**config.mk**
```make
export PLATFORM = sky130hd
export DESIGN_NAME = rk4_linear_ode_stepper_core
export DESIGN_NICKNAME = d
export VERILOG_FILES = /design/src/rtl/rk4s_pkg.sv /design/src/rtl/rk4s_mul.sv /design/src/rtl/rk4_linear_ode_stepper_core.sv
export SDC_FILE = /design/constraint.sdc
export NUM_CORES = 2
export LEC_CHECK = 0
export BUFFER_PORTS_ARGS = -buffer_cell sky130_fd_sc_hd__buf_4
export CELL_PAD_IN_SITES_DETAIL_PLACEMENT = 2
export CELL_PAD_IN_SITES_GLOBAL_PLACEMENT = 2
export CORE_MARGIN = 2
export CORE_UTILIZATION = 41
export CTS_CLUSTER_DIAMETER = 50
export DETAILED_ROUTE_END_ITERATION = 10
export PLACE_DENSITY = 0.81
export RECOVER_POWER = 100
export SETUP_SLACK_MARGIN = 0.1
export SYNTH_ARGS = -nofsm -noshare
export SYNTH_HDL_FRONTEND = slang
export SYNTH_SLANG_ARGS = --single-unit
```
**constraint.sdc**
```tcl
create_clock -name clock -period 11.07 [get_ports clock]
set_input_delay 1.107 -clock clock [delete_from_list [all_inputs] [get_ports clock]]
set_output_delay 1.107 -clock clock [all_outputs]
set_load 0.01 [all_outputs]
```
**src/rtl/rk4s_pkg.sv**
```systemverilog
// shared types, widths and constants for the rk4 linear ode stepper
// used by rk4s_mul and rk4_linear_ode_stepper_core; no dependencies
package rk4s_pkg;

   // fixed point format of the datapath
   localparam int DATA_WIDTH = 48;
   localparam int FRAC_BITS  = 24;

   // widths of the external fields
   localparam int FIELD_W   = 48;
   localparam int STEP_W    = 47;
   localparam int LIMIT_W   = 16;
   localparam int CSR_IDX_W = 3;

   // multiplier split into half-width partial products
   localparam int HALF_W = (DATA_WIDTH + 1) / 2;
   localparam int MAG_W  = 2 * HALF_W;
   localparam int PROD_W = DATA_WIDTH + FRAC_BITS;

   // divide by six: halve, then divide by three a digit of bits a cycle
   localparam int DIV_DIGIT = 8;
   localparam int DIV_STEPS = (DATA_WIDTH - 1 + DIV_DIGIT - 1) / DIV_DIGIT;
   localparam int DIV_W     = DIV_STEPS * DIV_DIGIT;
   localparam int DIV_CNT_W = (DIV_STEPS > 1) ? $clog2(DIV_STEPS) : 1;

   typedef logic [DATA_WIDTH-1:0] data_type;
   typedef logic [FIELD_W-1:0]    field_type;
   typedef logic [LIMIT_W-1:0]    limit_type;

   // status of the shared multiplier seen by the sequencer
   typedef struct packed {
      logic busy;
      logic done;
   } mul_stat_type;

   // register indexes of the configuration port
   localparam logic [CSR_IDX_W-1:0] REG_START_TIME  = 3'd0;
   localparam logic [CSR_IDX_W-1:0] REG_START_VALUE = 3'd1;
   localparam logic [CSR_IDX_W-1:0] REG_STEP_SIZE   = 3'd2;
   localparam logic [CSR_IDX_W-1:0] REG_STEP_LIMIT  = 3'd3;
   localparam logic [CSR_IDX_W-1:0] REG_COEF_CONST  = 3'd4;
   localparam logic [CSR_IDX_W-1:0] REG_COEF_TIME   = 3'd5;
   localparam logic [CSR_IDX_W-1:0] REG_COEF_VALUE  = 3'd6;

   // reset values of the configuration registers
   localparam data_type  STEP_SIZE_RESET  = data_type'(1677722);
   localparam limit_type STEP_LIMIT_RESET = limit_type'(100);

   // magnitude of a two's complement value, most negative maps to 2^(w-1)
   function automatic data_type mag_of(input data_type v);
      return v[DATA_WIDTH-1] ? (~v + 1'b1) : v;
   endfunction

endpackage

```
**src/rtl/rk4s_mul.sv**
```systemverilog
// shared signed fixed point multiplier, four half-width partial products
// depends on rk4s_pkg
module rk4s_mul
   import rk4s_pkg::*;
(
   input  logic         clock,
   input  logic         reset,
   input  logic         start,
   input  data_type     op_a,
   input  data_type     op_b,
   output mul_stat_type stat,
   output data_type     result
);

   localparam logic [2:0] CNT_ACC_FIRST = 3'd1;
   localparam logic [2:0] CNT_ACC_LAST  = 3'd4;
   localparam logic [2:0] CNT_LAST      = 3'd5;

   logic              active_ff, active_in;
   logic [2:0]        cnt_ff, cnt_in;
   logic [MAG_W-1:0]  mag_a_ff, mag_a_in;
   logic [MAG_W-1:0]  mag_b_ff, mag_b_in;
   logic              neg_ff, neg_in;
   logic [MAG_W-1:0]  pp_ff, pp_in;
   logic [1:0]        sh_ff, sh_in;
   logic [PROD_W-1:0] acc_ff, acc_in;
   data_type          res_ff, res_in;
   logic              done_ff, done_in;

   logic [HALF_W-1:0] a_half, b_half;
   logic [PROD_W-1:0] pp_ext, pp_shifted, acc_signed;

   // partial product select: low or high half of each magnitude
   assign a_half = cnt_ff[0] ? mag_a_ff[MAG_W-1:HALF_W] : mag_a_ff[HALF_W-1:0];
   assign b_half = cnt_ff[1] ? mag_b_ff[MAG_W-1:HALF_W] : mag_b_ff[HALF_W-1:0];
   assign pp_in  = a_half * b_half;
   assign sh_in  = {1'b0, cnt_ff[0]} + {1'b0, cnt_ff[1]};

   // align the registered partial product
   assign pp_ext = PROD_W'(pp_ff);
   always_comb begin
      unique case (sh_ff)
         2'd0:    pp_shifted = pp_ext;
         2'd1:    pp_shifted = pp_ext << HALF_W;
         2'd2:    pp_shifted = pp_ext << (2 * HALF_W);
         default: pp_shifted = '0;
      endcase
   end

   // sign restore, then drop the fraction bits
   assign acc_signed = neg_ff ? (~acc_ff + 1'b1) : acc_ff;

   // sequencing of one multiplication
   always_comb begin
      active_in = active_ff;
      cnt_in    = cnt_ff;
      mag_a_in  = mag_a_ff;
      mag_b_in  = mag_b_ff;
      neg_in    = neg_ff;
      acc_in    = acc_ff;
      res_in    = res_ff;
      done_in   = 1'b0;
      if (start) begin
         active_in = 1'b1;
         cnt_in    = '0;
         mag_a_in  = MAG_W'(mag_of(op_a));
         mag_b_in  = MAG_W'(mag_of(op_b));
         neg_in    = op_a[DATA_WIDTH-1] ^ op_b[DATA_WIDTH-1];
         acc_in    = '0;
      end else if (active_ff) begin
         cnt_in = cnt_ff + 3'd1;
         if (cnt_ff >= CNT_ACC_FIRST && cnt_ff <= CNT_ACC_LAST) begin
            acc_in = acc_ff + pp_shifted;
         end
         if (cnt_ff == CNT_LAST) begin
            active_in = 1'b0;
            done_in   = 1'b1;
            res_in    = acc_signed[PROD_W-1:FRAC_BITS];
         end
      end
   end

   // control registers
   always_ff @(posedge clock) begin
      if (reset) begin
         active_ff <= 1'b0;
         cnt_ff    <= '0;
         done_ff   <= 1'b0;
      end else begin
         active_ff <= active_in;
         cnt_ff    <= cnt_in;
         done_ff   <= done_in;
      end
   end

   // datapath registers
   always_ff @(posedge clock) begin
      mag_a_ff <= mag_a_in;
      mag_b_ff <= mag_b_in;
      neg_ff   <= neg_in;
      pp_ff    <= pp_in;
      sh_ff    <= sh_in;
      acc_ff   <= acc_in;
      res_ff   <= res_in;
   end

   assign stat.busy = active_ff;
   assign stat.done = done_ff;
   assign result    = res_ff;

endmodule

```
**src/rtl/rk4_linear_ode_stepper_core.sv**
```systemverilog
// rk4 stepper for dx/dt = c0 + c1*t + c2*x, signed q23.24 fixed point
// depends on rk4s_pkg and rk4s_mul
//
// usage
//  configuration: write registers through csr_wr_en/csr_index/csr_wdata
//  while the block is idle; indexes follow start time, start value, step
//  size, step limit, c0, c1, c2.
//  request channel: one word carries req_restart. restart reloads the start
//  point and returns it; otherwise one rk4 step of size h is taken and the
//  new (t, x) returned. once step_limit steps are taken an advance returns
//  the held point with rsp_done_res set.
//  sequencing: a restart or refused advance goes from acceptance straight to
//  the emit state; an advance runs eleven multiplier passes, the divide by
//  six, an update and an emit. req_stall is high while a word is in work,
//  so a new word is taken only once the last has been emitted.
//  response channel: a one-entry output register; a new request may be
//  taken while a finished response still waits, and a stalled response
//  holds its payload until taken.
//  reset: synchronous, active high; registers take their reset values and
//  the point (t, x, step count) is cleared to zero.
module rk4_linear_ode_stepper_core
   import rk4s_pkg::*;
(
   input  logic                 clock,
   input  logic                 reset,
   input  logic                 req_valid,
   output logic                 req_stall,
   input  logic                 req_restart,
   output logic                 rsp_valid,
   input  logic                 rsp_stall,
   output field_type            rsp_time_out,
   output field_type            rsp_value_out,
   output logic                 rsp_done_res,
   input  logic                 csr_wr_en,
   input  logic [CSR_IDX_W-1:0] csr_index,
   input  field_type            csr_wdata
);

   // sequencer states
   localparam logic [2:0] S_IDLE  = 3'd0;
   localparam logic [2:0] S_ISSUE = 3'd1;
   localparam logic [2:0] S_MUL   = 3'd2;
   localparam logic [2:0] S_DIV   = 3'd3;
   localparam logic [2:0] S_UPD   = 3'd4;
   localparam logic [2:0] S_EMIT  = 3'd5;

   // multiplier passes of one step, in order
   localparam logic [3:0] OP_K1_T  = 4'd0;   // c1 * t
   localparam logic [3:0] OP_K1_X  = 4'd1;   // c2 * x
   localparam logic [3:0] OP_H_K1  = 4'd2;   // h * k1
   localparam logic [3:0] OP_MID_T = 4'd3;   // c1 * (t + h/2)
   localparam logic [3:0] OP_K2_X  = 4'd4;   // c2 * x2
   localparam logic [3:0] OP_H_K2  = 4'd5;   // h * k2
   localparam logic [3:0] OP_K3_X  = 4'd6;   // c2 * x3
   localparam logic [3:0] OP_H_K3  = 4'd7;   // h * k3
   localparam logic [3:0] OP_END_T = 4'd8;   // c1 * (t + h)
   localparam logic [3:0] OP_K4_X  = 4'd9;   // c2 * x4
   localparam logic [3:0] OP_H_SUM = 4'd10;  // h * weighted sum

   localparam logic [2:0] DIVISOR = 3'd3;

   logic [2:0]           state_ff, state_in;
   logic [3:0]           op_ff, op_in;

   // configuration registers
   data_type             start_time_ff, start_time_in;
   data_type             start_value_ff, start_value_in;
   data_type             step_size_ff, step_size_in;
   limit_type            step_limit_ff, step_limit_in;
   data_type             coef_const_ff, coef_const_in;
   data_type             coef_time_ff, coef_time_in;
   data_type             coef_value_ff, coef_value_in;

   // integration state
   data_type             cur_time_ff, cur_time_in;
   data_type             cur_value_ff, cur_value_in;
   limit_type            steps_ff, steps_in;

   // working registers of one step
   data_type             mid_time_ff, mid_time_in;
   data_type             end_time_ff, end_time_in;
   data_type             base_ff, base_in;
   data_type             k_ff, k_in;
   data_type             ksum_ff, ksum_in;
   data_type             xa_ff, xa_in;
   logic [DIV_W-1:0]     div_ff, div_in;
   logic [1:0]           rem_ff, rem_in;
   logic [DIV_CNT_W-1:0] div_cnt_ff, div_cnt_in;
   logic                 div_neg_ff, div_neg_in;
   logic                 done_ff, done_in;

   // response register
   logic                 rsp_valid_ff, rsp_valid_in;
   field_type            rsp_time_ff, rsp_time_in;
   field_type            rsp_value_ff, rsp_value_in;
   logic                 rsp_done_ff, rsp_done_in;

   // shared multiplier
   logic                 mul_start;
   data_type             mul_a, mul_b, mul_res;
   mul_stat_type         mul_stat;

   // divider digit
   logic [1:0]           rem_v;
   logic [2:0]           trial;
   logic [DIV_DIGIT-1:0] qbits;
   logic [DIV_W-1:0]     div_shift;
   data_type             quo;
   data_type             prod_mag;

   logic                 req_take;

   assign req_stall = (state_ff != S_IDLE);
   assign req_take  = req_valid && !req_stall;
   assign mul_start = (state_ff == S_ISSUE);

   // operand select for the shared multiplier
   always_comb begin
      unique case (op_ff)
         OP_K1_T:  begin mul_a = coef_time_ff;  mul_b = cur_time_ff;  end
         OP_K1_X:  begin mul_a = coef_value_ff; mul_b = cur_value_ff; end
         OP_H_K1:  begin mul_a = step_size_ff;  mul_b = k_ff;         end
         OP_MID_T: begin mul_a = coef_time_ff;  mul_b = mid_time_ff;  end
         OP_K2_X:  begin mul_a = coef_value_ff; mul_b = xa_ff;        end
         OP_H_K2:  begin mul_a = step_size_ff;  mul_b = k_ff;         end
         OP_K3_X:  begin mul_a = coef_value_ff; mul_b = xa_ff;        end
         OP_H_K3:  begin mul_a = step_size_ff;  mul_b = k_ff;         end
         OP_END_T: begin mul_a = coef_time_ff;  mul_b = end_time_ff;  end
         OP_K4_X:  begin mul_a = coef_value_ff; mul_b = xa_ff;        end
         OP_H_SUM: begin mul_a = step_size_ff;  mul_b = ksum_ff;      end
         default:  begin mul_a = '0;            mul_b = '0;           end
      endcase
   end

   rk4s_mul u_mul (
      .clock  (clock),
      .reset  (reset),
      .start  (mul_start),
      .op_a   (mul_a),
      .op_b   (mul_b),
      .stat   (mul_stat),
      .result (mul_res)
   );

   // one digit of the divide by three, remainder carried between cycles
   always_comb begin
      rem_v = rem_ff;
      trial = '0;
      qbits = '0;
      for (int i = 0; i < DIV_DIGIT; i++) begin
         trial = {rem_v, div_ff[DIV_W-1-i]};
         if (trial >= DIVISOR) begin
            qbits[DIV_DIGIT-1-i] = 1'b1;
            rem_v                = 2'(trial - DIVISOR);
         end else begin
            qbits[DIV_DIGIT-1-i] = 1'b0;
            rem_v                = trial[1:0];
         end
      end
      div_shift = {div_ff[DIV_W-DIV_DIGIT-1:0], qbits};
   end

   assign quo      = data_type'(div_ff);
   assign prod_mag = mag_of(mul_res);

   // sequencer and datapath next state
   always_comb begin
      state_in       = state_ff;
      op_in          = op_ff;
      start_time_in  = start_time_ff;
      start_value_in = start_value_ff;
      step_size_in   = step_size_ff;
      step_limit_in  = step_limit_ff;
      coef_const_in  = coef_const_ff;
      coef_time_in   = coef_time_ff;
      coef_value_in  = coef_value_ff;
      cur_time_in    = cur_time_ff;
      cur_value_in   = cur_value_ff;
      steps_in       = steps_ff;
      mid_time_in    = mid_time_ff;
      end_time_in    = end_time_ff;
      base_in        = base_ff;
      k_in           = k_ff;
      ksum_in        = ksum_ff;
      xa_in          = xa_ff;
      div_in         = div_ff;
      rem_in         = rem_ff;
      div_cnt_in     = div_cnt_ff;
      div_neg_in     = div_neg_ff;
      done_in        = done_ff;
      rsp_valid_in   = rsp_valid_ff && rsp_stall;
      rsp_time_in    = rsp_time_ff;
      rsp_value_in   = rsp_value_ff;
      rsp_done_in    = rsp_done_ff;

      // configuration writes
      if (csr_wr_en) begin
         unique case (csr_index)
            REG_START_TIME:  start_time_in  = data_type'($signed(csr_wdata));
            REG_START_VALUE: start_value_in = data_type'($signed(csr_wdata));
            REG_STEP_SIZE:   step_size_in   = data_type'(csr_wdata[STEP_W-1:0]);
            REG_STEP_LIMIT:  step_limit_in  = csr_wdata[LIMIT_W-1:0];
            REG_COEF_CONST:  coef_const_in  = data_type'($signed(csr_wdata));
            REG_COEF_TIME:   coef_time_in   = data_type'($signed(csr_wdata));
            REG_COEF_VALUE:  coef_value_in  = data_type'($signed(csr_wdata));
            default: ;
         endcase
      end

      unique case (state_ff)
         // take a word: restart and refused steps go straight to emit
         S_IDLE: begin
            if (req_take) begin
               if (req_restart) begin
                  cur_time_in  = start_time_ff;
                  cur_value_in = start_value_ff;
                  steps_in     = '0;
                  done_in      = 1'b0;
                  state_in     = S_EMIT;
               end else if (steps_ff >= step_limit_ff) begin
                  done_in  = 1'b1;
                  state_in = S_EMIT;
               end else begin
                  done_in     = 1'b0;
                  mid_time_in = cur_time_ff + {1'b0, step_size_ff[DATA_WIDTH-1:1]};
                  end_time_in = cur_time_ff + step_size_ff;
                  op_in       = OP_K1_T;
                  state_in    = S_ISSUE;
               end
            end
         end

         // launch a multiply; fold the constant part of k into the sum
         S_ISSUE: begin
            unique case (op_ff)
               OP_K1_X:          ksum_in = base_ff;
               OP_K2_X, OP_K3_X: ksum_in = ksum_ff + {base_ff[DATA_WIDTH-2:0], 1'b0};
               OP_K4_X:          ksum_in = ksum_ff + base_ff;
               default: ;
            endcase
            state_in = S_MUL;
         end

         // consume the product
         S_MUL: begin
            if (mul_stat.done) begin
               unique case (op_ff)
                  OP_K1_T, OP_MID_T, OP_END_T: begin
                     base_in = coef_const_ff + mul_res;
                  end
                  OP_K1_X, OP_K4_X: begin
                     k_in    = base_ff + mul_res;
                     ksum_in = ksum_ff + mul_res;
                  end
                  OP_K2_X, OP_K3_X: begin
                     k_in    = base_ff + mul_res;
                     ksum_in = ksum_ff + {mul_res[DATA_WIDTH-2:0], 1'b0};
                  end
                  OP_H_K1, OP_H_K2: begin
                     xa_in = cur_value_ff
                           + {mul_res[DATA_WIDTH-1], mul_res[DATA_WIDTH-1:1]};
                  end
                  OP_H_K3: begin
                     xa_in = cur_value_ff + mul_res;
                  end
                  OP_H_SUM: begin
                     div_neg_in = mul_res[DATA_WIDTH-1];
                     div_in     = DIV_W'(prod_mag[DATA_WIDTH-1:1]);
                     rem_in     = '0;
                     div_cnt_in = '0;
                  end
                  default: ;
               endcase
               if (op_ff == OP_H_SUM) begin
                  state_in = S_DIV;
               end else begin
                  op_in    = op_ff + 4'd1;
                  state_in = S_ISSUE;
               end
            end
         end

         // divide the halved magnitude by three
         S_DIV: begin
            div_in     = div_shift;
            rem_in     = rem_v;
            div_cnt_in = div_cnt_ff + 1'b1;
            if (div_cnt_ff == DIV_CNT_W'(DIV_STEPS - 1)) begin
               state_in = S_UPD;
            end
         end

         // commit the step
         S_UPD: begin
            cur_value_in = div_neg_ff ? (cur_value_ff - quo) : (cur_value_ff + quo);
            cur_time_in  = end_time_ff;
            steps_in     = steps_ff + limit_type'(1);
            state_in     = S_EMIT;
         end

         // load the response register once it is free
         S_EMIT: begin
            if (!rsp_valid_ff || !rsp_stall) begin
               rsp_valid_in = 1'b1;
               rsp_time_in  = field_type'(cur_time_ff);
               rsp_value_in = field_type'(cur_value_ff);
               rsp_done_in  = done_ff;
               state_in     = S_IDLE;
            end
         end

         default: state_in = S_IDLE;
      endcase
   end

   // control, configuration and integration state
   always_ff @(posedge clock) begin
      if (reset) begin
         state_ff       <= S_IDLE;
         rsp_valid_ff   <= 1'b0;
         start_time_ff  <= '0;
         start_value_ff <= '0;
         step_size_ff   <= STEP_SIZE_RESET;
         step_limit_ff  <= STEP_LIMIT_RESET;
         coef_const_ff  <= '0;
         coef_time_ff   <= '0;
         coef_value_ff  <= '0;
         cur_time_ff    <= '0;
         cur_value_ff   <= '0;
         steps_ff       <= '0;
         op_ff          <= OP_K1_T;
         div_cnt_ff     <= '0;
      end else begin
         state_ff       <= state_in;
         rsp_valid_ff   <= rsp_valid_in;
         start_time_ff  <= start_time_in;
         start_value_ff <= start_value_in;
         step_size_ff   <= step_size_in;
         step_limit_ff  <= step_limit_in;
         coef_const_ff  <= coef_const_in;
         coef_time_ff   <= coef_time_in;
         coef_value_ff  <= coef_value_in;
         cur_time_ff    <= cur_time_in;
         cur_value_ff   <= cur_value_in;
         steps_ff       <= steps_in;
         op_ff          <= op_in;
         div_cnt_ff     <= div_cnt_in;
      end
   end

   // working and response payload
   always_ff @(posedge clock) begin
      mid_time_ff  <= mid_time_in;
      end_time_ff  <= end_time_in;
      base_ff      <= base_in;
      k_ff         <= k_in;
      ksum_ff      <= ksum_in;
      xa_ff        <= xa_in;
      div_ff       <= div_in;
      rem_ff       <= rem_in;
      div_neg_ff   <= div_neg_in;
      done_ff      <= done_in;
      rsp_time_ff  <= rsp_time_in;
      rsp_value_ff <= rsp_value_in;
      rsp_done_ff  <= rsp_done_in;
   end

   assign rsp_valid     = rsp_valid_ff;
   assign rsp_time_out  = rsp_time_ff;
   assign rsp_value_out = rsp_value_ff;
   assign rsp_done_res  = rsp_done_ff;

   // checks
   a_mul_start_free: assert property (@(posedge clock) disable iff (reset)
      mul_start |-> !mul_stat.busy)
      else $error("multiply launched while the multiplier is busy");

   a_mul_done_state: assert property (@(posedge clock) disable iff (reset)
      mul_stat.done |-> (state_ff == S_MUL))
      else $error("product returned outside the multiply wait");

   a_step_in_limit: assert property (@(posedge clock) disable iff (reset)
      (state_ff == S_UPD) |-> (steps_ff < step_limit_ff))
      else $error("step committed beyond the step limit");

   a_rsp_from_emit: assert property (@(posedge clock) disable iff (reset)
      $rose(rsp_valid_ff) |-> ($past(state_ff) == S_EMIT))
      else $error("response raised without an emit");

endmodule
```
# Word level (Yosys, flattened, before mapping)
# Cells that the tools add are included.
dict set report classes {
  n_mul 1
  bitwise 9
  n_addsub 30
  n_eq_ne 36
  n_lt_le_gt_ge 11
  reduce_logical 48
  muxes 70
}
# cell count
set ops {}
lappend ops {{48-bit case mux with 2 select lines} 6}
lappend ops {{48-bit adder} 9}
lappend ops {{48-bit 2-to-1 mux} 9}
lappend ops {{48-bit case mux with 7 select lines} 1}
lappend ops {{48-bit case mux with 3 select lines} 2}
lappend ops {{72-bit case mux with 3 select lines} 1}
lappend ops {{48-bit by 1-bit adder with 48-bit output, second input constant} 3}
lappend ops {{48-bit inverter} 3}
lappend ops {{47-bit 2-to-1 mux} 2}
lappend ops {{72-bit by 1-bit adder with 72-bit output, second input constant} 1}
lappend ops {{72-bit adder} 1}
lappend ops {{72-bit 2-to-1 mux} 1}
lappend ops {{72-bit inverter} 1}
lappend ops {{48-bit by 46-bit adder with 48-bit output} 1}
lappend ops {{48-bit by 47-bit adder with 48-bit output} 1}
lappend ops {{24-bit by 24-bit multiplier with 48-bit output} 1}
lappend ops {{24-bit 2-to-1 mux} 2}
lappend ops {{48-bit subtractor} 1}
lappend ops {{16-bit 2-to-1 mux} 2}
lappend ops {{16-bit case mux with 2 select lines} 1}
lappend ops {{3-bit by 2-bit >= comparator with 1-bit output, second input constant} 8}
lappend ops {{3-bit 2-to-1 mux} 8}
lappend ops {{2-bit 2-to-1 mux} 11}
lappend ops {{3-bit == test, second input constant} 7}
lappend ops {{other kinds (43)} 122}
dict set report totals {
  ff_bits 1135
  wordCells 244
}

# Logic depth before layout (Yosys ltp)
dict set report logic_depth {
  ltp_word 17
  depth_mapped 34
  mapped_depth_nobuf 34
}

# By module
# Synthesis repeated with hierarchy kept, for this count alone.
dict set report unflattened {
  hier_cells 10878
  area_unflattened_um2 95307.7
}
# mod cells_each area_per_inst_um2 instances
set modules_own_cells {}
lappend modules_own_cells {rk4_linear_ode_stepper_core 6993 60351.6 1}
lappend modules_own_cells {rk4s_mul 3885 34956.0 1}

# Worst setup path before layout
# No wires, ideal clock.
dict set report synth_path {
  kind {reg-to-reg}
  startpoint {reg u_mul.cnt_ff[0]}
  endpoint {reg u_mul.pp_ff[44]}
  setup_time_ps 127
  slack_ps 2773
  t_arrival_ps 8170
  stages_incl_launch_ff 28
  period_less_slack_ps 8297
  n_path_buf 3
  cell_sequence {dfxtp_1 clkbuf_1 clkbuf_1 buf_1 mux2i_1 nor2_1 fa_1 fa_1 fa_1 fa_1 fa_1 inv_1 fa_1 inv_1 fa_1 ha_1 a21o_1 a311oi_1 nor3_1 nor4_1 a21oi_1 a41o_1 a211o_1 a21o_1 a21oi_1 o21a_1 o21ai_0 xor2_1}
}
dict set report synth_between {
  elab_chain_len 2
}
# element line_no
set synth_rtl {}
lappend synth_rtl {{start, declared} rk4s_mul.sv:20} ;# logic [2:0] cnt_ff, cnt_in;
lappend synth_rtl {{start signal, assigned} rk4s_mul.sv:91} ;# cnt_ff <= cnt_in;
lappend synth_rtl {{24-bit 2-to-1 mux} rk4s_mul.sv:34} ;# assign a_half = cnt_ff[0] ? mag_a_ff[MAG_W-1:HALF_W] : mag_a_ff[HALF_W-1:0];
lappend synth_rtl {{24-bit by 24-bit multiplier with 48-bit output} rk4s_mul.sv:36} ;# assign pp_in = a_half * b_half;
lappend synth_rtl {{via u_mul.pp_in[44]} rk4s_mul.sv:24} ;# logic [MAG_W-1:0] pp_ff, pp_in;
lappend synth_rtl {{end signal, assigned} rk4s_mul.sv:101} ;# pp_ff <= pp_in;
lappend synth_rtl {{end, declared} rk4s_mul.sv:24}
# The timed path passes the listed nets, and every way through them passes these cells.
# A chain may end at the register's enable or synchronous reset.

# Worst setup path after layout
# Same ends and word-level chain as after synthesis.

==> impl_metrics.csv <==
group,metric,value,unit
run_status,status,"finished, violations left",
run_status,violations,"capacitance limit, slew limit",
floorplan,ioPinCount,156,
synthesis,netlist_instances,10560,
drt,drt-initial-drc-count,8604,
critical_path,endpoint_kind,"register",
synthesis,xor_xnor_share_of_the_synthesized_area,6.957,%
placement,dp_hpwl,346.8,mm
global_routing,first_global_vias,93220,
drt,avgRoutedWirePerCell,32.73,microns
cells_and_area,finalNonFillerCells,13780,
clock_network,cts-resized-gates,0,
synthesis,synth_edf_count,582,
floorplan,rows,175,
synthesis,largest_family_of_logic_cells_by_synthesized_area,"adder cells",
clock_network,max-clock-path-buffers,3,
placement,place.detailed.instances,13430,
sta,tns,0,ns
critical_path,setup.worst_path.start_class,"register",
cells_and_area,finalCoreUtilization,45.92,%
hold_path,min_path_type,"register to register",
sta,worst_slew_pin_slew,5.392,ns
cells_and_area,nFillCells,24580,
floorplan,core-area,227500,sq um
cells_and_area,area.growth.synth_to_final,11.38,%
floorplan,initial_utilization,41.23,%
critical_path,cpLargestDelayFamily,"adder cells",
synthesis,dominantRegCellSynth,"sky130_fd_sc_hd__edfxtp_1",
critical_path,cp_slowest_stage_delay,1.31,ns
critical_path,worst_path_most_repeated_cell,"sky130_fd_sc_hd__fa_1",
synthesis,synth_cell_types,82,
critical_path,slowest_stage,"sky130_fd_sc_hd__dfxtp_1",
critical_path,timing.critical_path.buf_inv,3,
critical_path,critPathMaxFanout,32,
floorplan,die_width,482.3,microns
drt,routed_wirelength,451.1,mm
sta,rsz0062_at_grt,"no",
cells_and_area,design.final.nets,11910,
sta,final_max_slew_viol_count,1850,
clock_network,total_cts_buffers,181,
clock_network,htree_levels,4,
drt,final_antenna_net_count,0,
clock_network,worstSkewPairLatency,0.89,ns
drt,firstDrtPassIters,9,
synthesis,cell_area_synth,93790,sq um
synthesis,postSynthNetCount,11860,
synthesis,postSynthRegisterBits,1135,
clock_network,cts.repair_timing.setup_buffer_count,0,
synthesis,synth_adder_area_share,20.53,%
drt,vias,87490,
cells_and_area,multiInputGateArea,61140,sq um
drt,drt_drc_violations_left,0,
synthesis,synth_compound_gate_area_share,19.41,%
clock_network,holdBufCountCts,0,
sta,timing.final.crit_share,90.03,%
cells_and_area,final_layout_size_suffix_gt1_share,6.428,%
critical_path,critPathKind,"register to register",
sta,timing.final.hold_violations,0,
synthesis,synthSimpleGateAreaFrac,15.24,%
sta,max_freq,100.3,MHz
global_routing,globalRouteOverflowTotal,0,
sta,finalWorstPathRequiredPeriod,9.967,ns
flow_run,cap_violations,36,
synthesis,yosys_warnings,0,
critical_path,cp.required,11.80,ns
drt,avgViaCountPerCell,6.348,
synthesis,sequential_element_share_of_the_synthesized_area,30.44,%
sta,maximum_clock_skew_at_final_layout,0.1130,ns
sta,worst_hold_slack,0.4574,ns
placement,gp_congestion,0.9715,
clock_network,cts.sinks,1135,
global_routing,maximum_number_of_pins_on_one_net_before_global_route_repair,175,
sta,relSlewSlack,-259.5,%
floorplan,total_die_area,232600,sq um
global_routing,grt_usage,37.99,%
clock_network,clk_root_buf,"sky130_fd_sc_hd__clkbuf_16",
clock_network,tritoncts,"done",
synthesis,asyncSetResetFlopFracSynth,0,%
floorplan,die_height,482.3,microns
placement,buffer_ports.inserted,155,
global_routing,grt_first_pass_wirelength,651.4,mm
synthesis,post_synth.cell_area_avg,8.886,sq um
critical_path,data_arrival_critical_path,10.70,ns
sta,final-setup-viol-count,0,
clock_network,worst_setup_hold_path_clk_slew,0.06,ns
synthesis,synthMuxAreaShare,2.849,%
cells_and_area,ff_latch_area,28550,sq um
cells_and_area,number_of_flip_flops_in_the_largest_register,72,
global_routing,antenna_violations_before_repair,38,
cells_and_area,regMostFlops,"u_mul.acc_ff",
layer usage:
layer | track usage (%) | share of wire, % | wire, microns | vias up
li1 | - | - | - | 37520
met4 | 20.26 | 6.2 | 28190 | 24
met2 | 59.38 | 44 | 200000 | 3507
met1 | 50.35 | 42 | 188900 | 45570
met5 | 0 | 0.037 | 166 | -
met3 | 6.213 | 7.5 | 33800 | 881
logic make-up after synthesis:
group / count (synthesis)
xor gates and xnor gates: 745
DFF: 1135
AOI/OAI and AO/OA: 2818
and+or+nand+nor: 3213
buffers and inverters: 1145
adders and majority gates: 1243
muxes: 256
through the flow:
stage | instance area [sq um] | setup WS (ns)
3_3_place_gp | 98620 | 1.983
4_1_cts | 105200 | 1.692
5_1_grt | 104500 | 0.6475
6_report | 104500 | 1.103
3_5_place_dp | 98620 | 1.620
2_1_floorplan | 93800 | 2.773
cell usage after synthesis, drive strengths merged (123+ instances only):
cell    number  share of area (%)
inv        693                2.8
xnor2      488                4.6
fa         493                 11
nor3       137               0.73
ha         750                 10
clkbuf     399                1.6
a211oi     185                1.5
nor2       766                3.1
edfxtp     582                 19
a21oi      972                5.2
nand2     1512                6.1
mux2i      168                1.8
xor2       257                2.4
a21o       333                2.7
dfxtp      553                 12
nand3      123               0.66
o21ai      445                2.4
placed cells by master, fill, tap and decap left out, drive strengths merged, types with 84 or more instances in the layout:
cell type  count
nor2         766
xnor2        488
a21o         333
clkbuf       357
fa           493
o21a          94
and2          96
nor2b         91
nand2b       112
a222oi        84
nor3         137
ha           750
nand3        123
buf          171
inv          741
xor2         257
dfxtp        553
edfxtp       582
mux2i        168
a31oi         84
nand2       1512
mux2          88
a211oi       185
a21oi        972
o21ai        445
final timing paths:
kind                                         from                 to  slack (ns)  cells past startpoint
worst max-delay path              u_mul.cnt_ff[0]    u_mul.pp_ff[44]        1.10                     25
worst min-delay path            start_time_ff[40]  start_time_ff[40]        0.46                      2
worst max register to register    u_mul.cnt_ff[0]    u_mul.pp_ff[44]        1.10                     25
worst min register to register  start_time_ff[40]  start_time_ff[40]        0.46                      2
final cells by class:
class	instances	area share (%)
diodes	7	0.01677
clock buffers	210	4.618
clock inverters	134	1.662
inverters	694	2.495
multi-input cells	8275	58.52
flip-flops and latches	1135	27.33
well taps	3009	3.604
repair buffers	318	1.758
worst reg2reg max path, cell delays in order, from the launching register on:
cell and delay (ns):
sky130_fd_sc_hd__dfxtp_1 1.31, sky130_fd_sc_hd__buf_4 0.53, sky130_fd_sc_hd__mux2i_1 0.79, sky130_fd_sc_hd__nor2_1 0.19, sky130_fd_sc_hd__fa_1 0.55, sky130_fd_sc_hd__fa_1 0.55
sky130_fd_sc_hd__fa_1 0.58, sky130_fd_sc_hd__fa_1 0.45, sky130_fd_sc_hd__fa_1 0.55, sky130_fd_sc_hd__inv_1 0.05, sky130_fd_sc_hd__fa_1 0.48, sky130_fd_sc_hd__inv_1 0.06
sky130_fd_sc_hd__fa_1 0.45, sky130_fd_sc_hd__ha_1 0.38, sky130_fd_sc_hd__a21o_1 0.23, sky130_fd_sc_hd__a311oi_1 0.33, sky130_fd_sc_hd__nor3_1 0.13, sky130_fd_sc_hd__nor4_1 0.24
sky130_fd_sc_hd__a21oi_1 0.20, sky130_fd_sc_hd__a41o_1 0.33, sky130_fd_sc_hd__a211o_1 0.38, sky130_fd_sc_hd__a21o_1 0.21, sky130_fd_sc_hd__a21oi_1 0.40, sky130_fd_sc_hd__o21a_1 0.23
sky130_fd_sc_hd__o21ai_0 0.12, sky130_fd_sc_hd__xor2_1 0.16
Power is left out: the tool's default activity adds up to more than one toggle a clock period on the data nets, which glitch-free logic cannot reach.
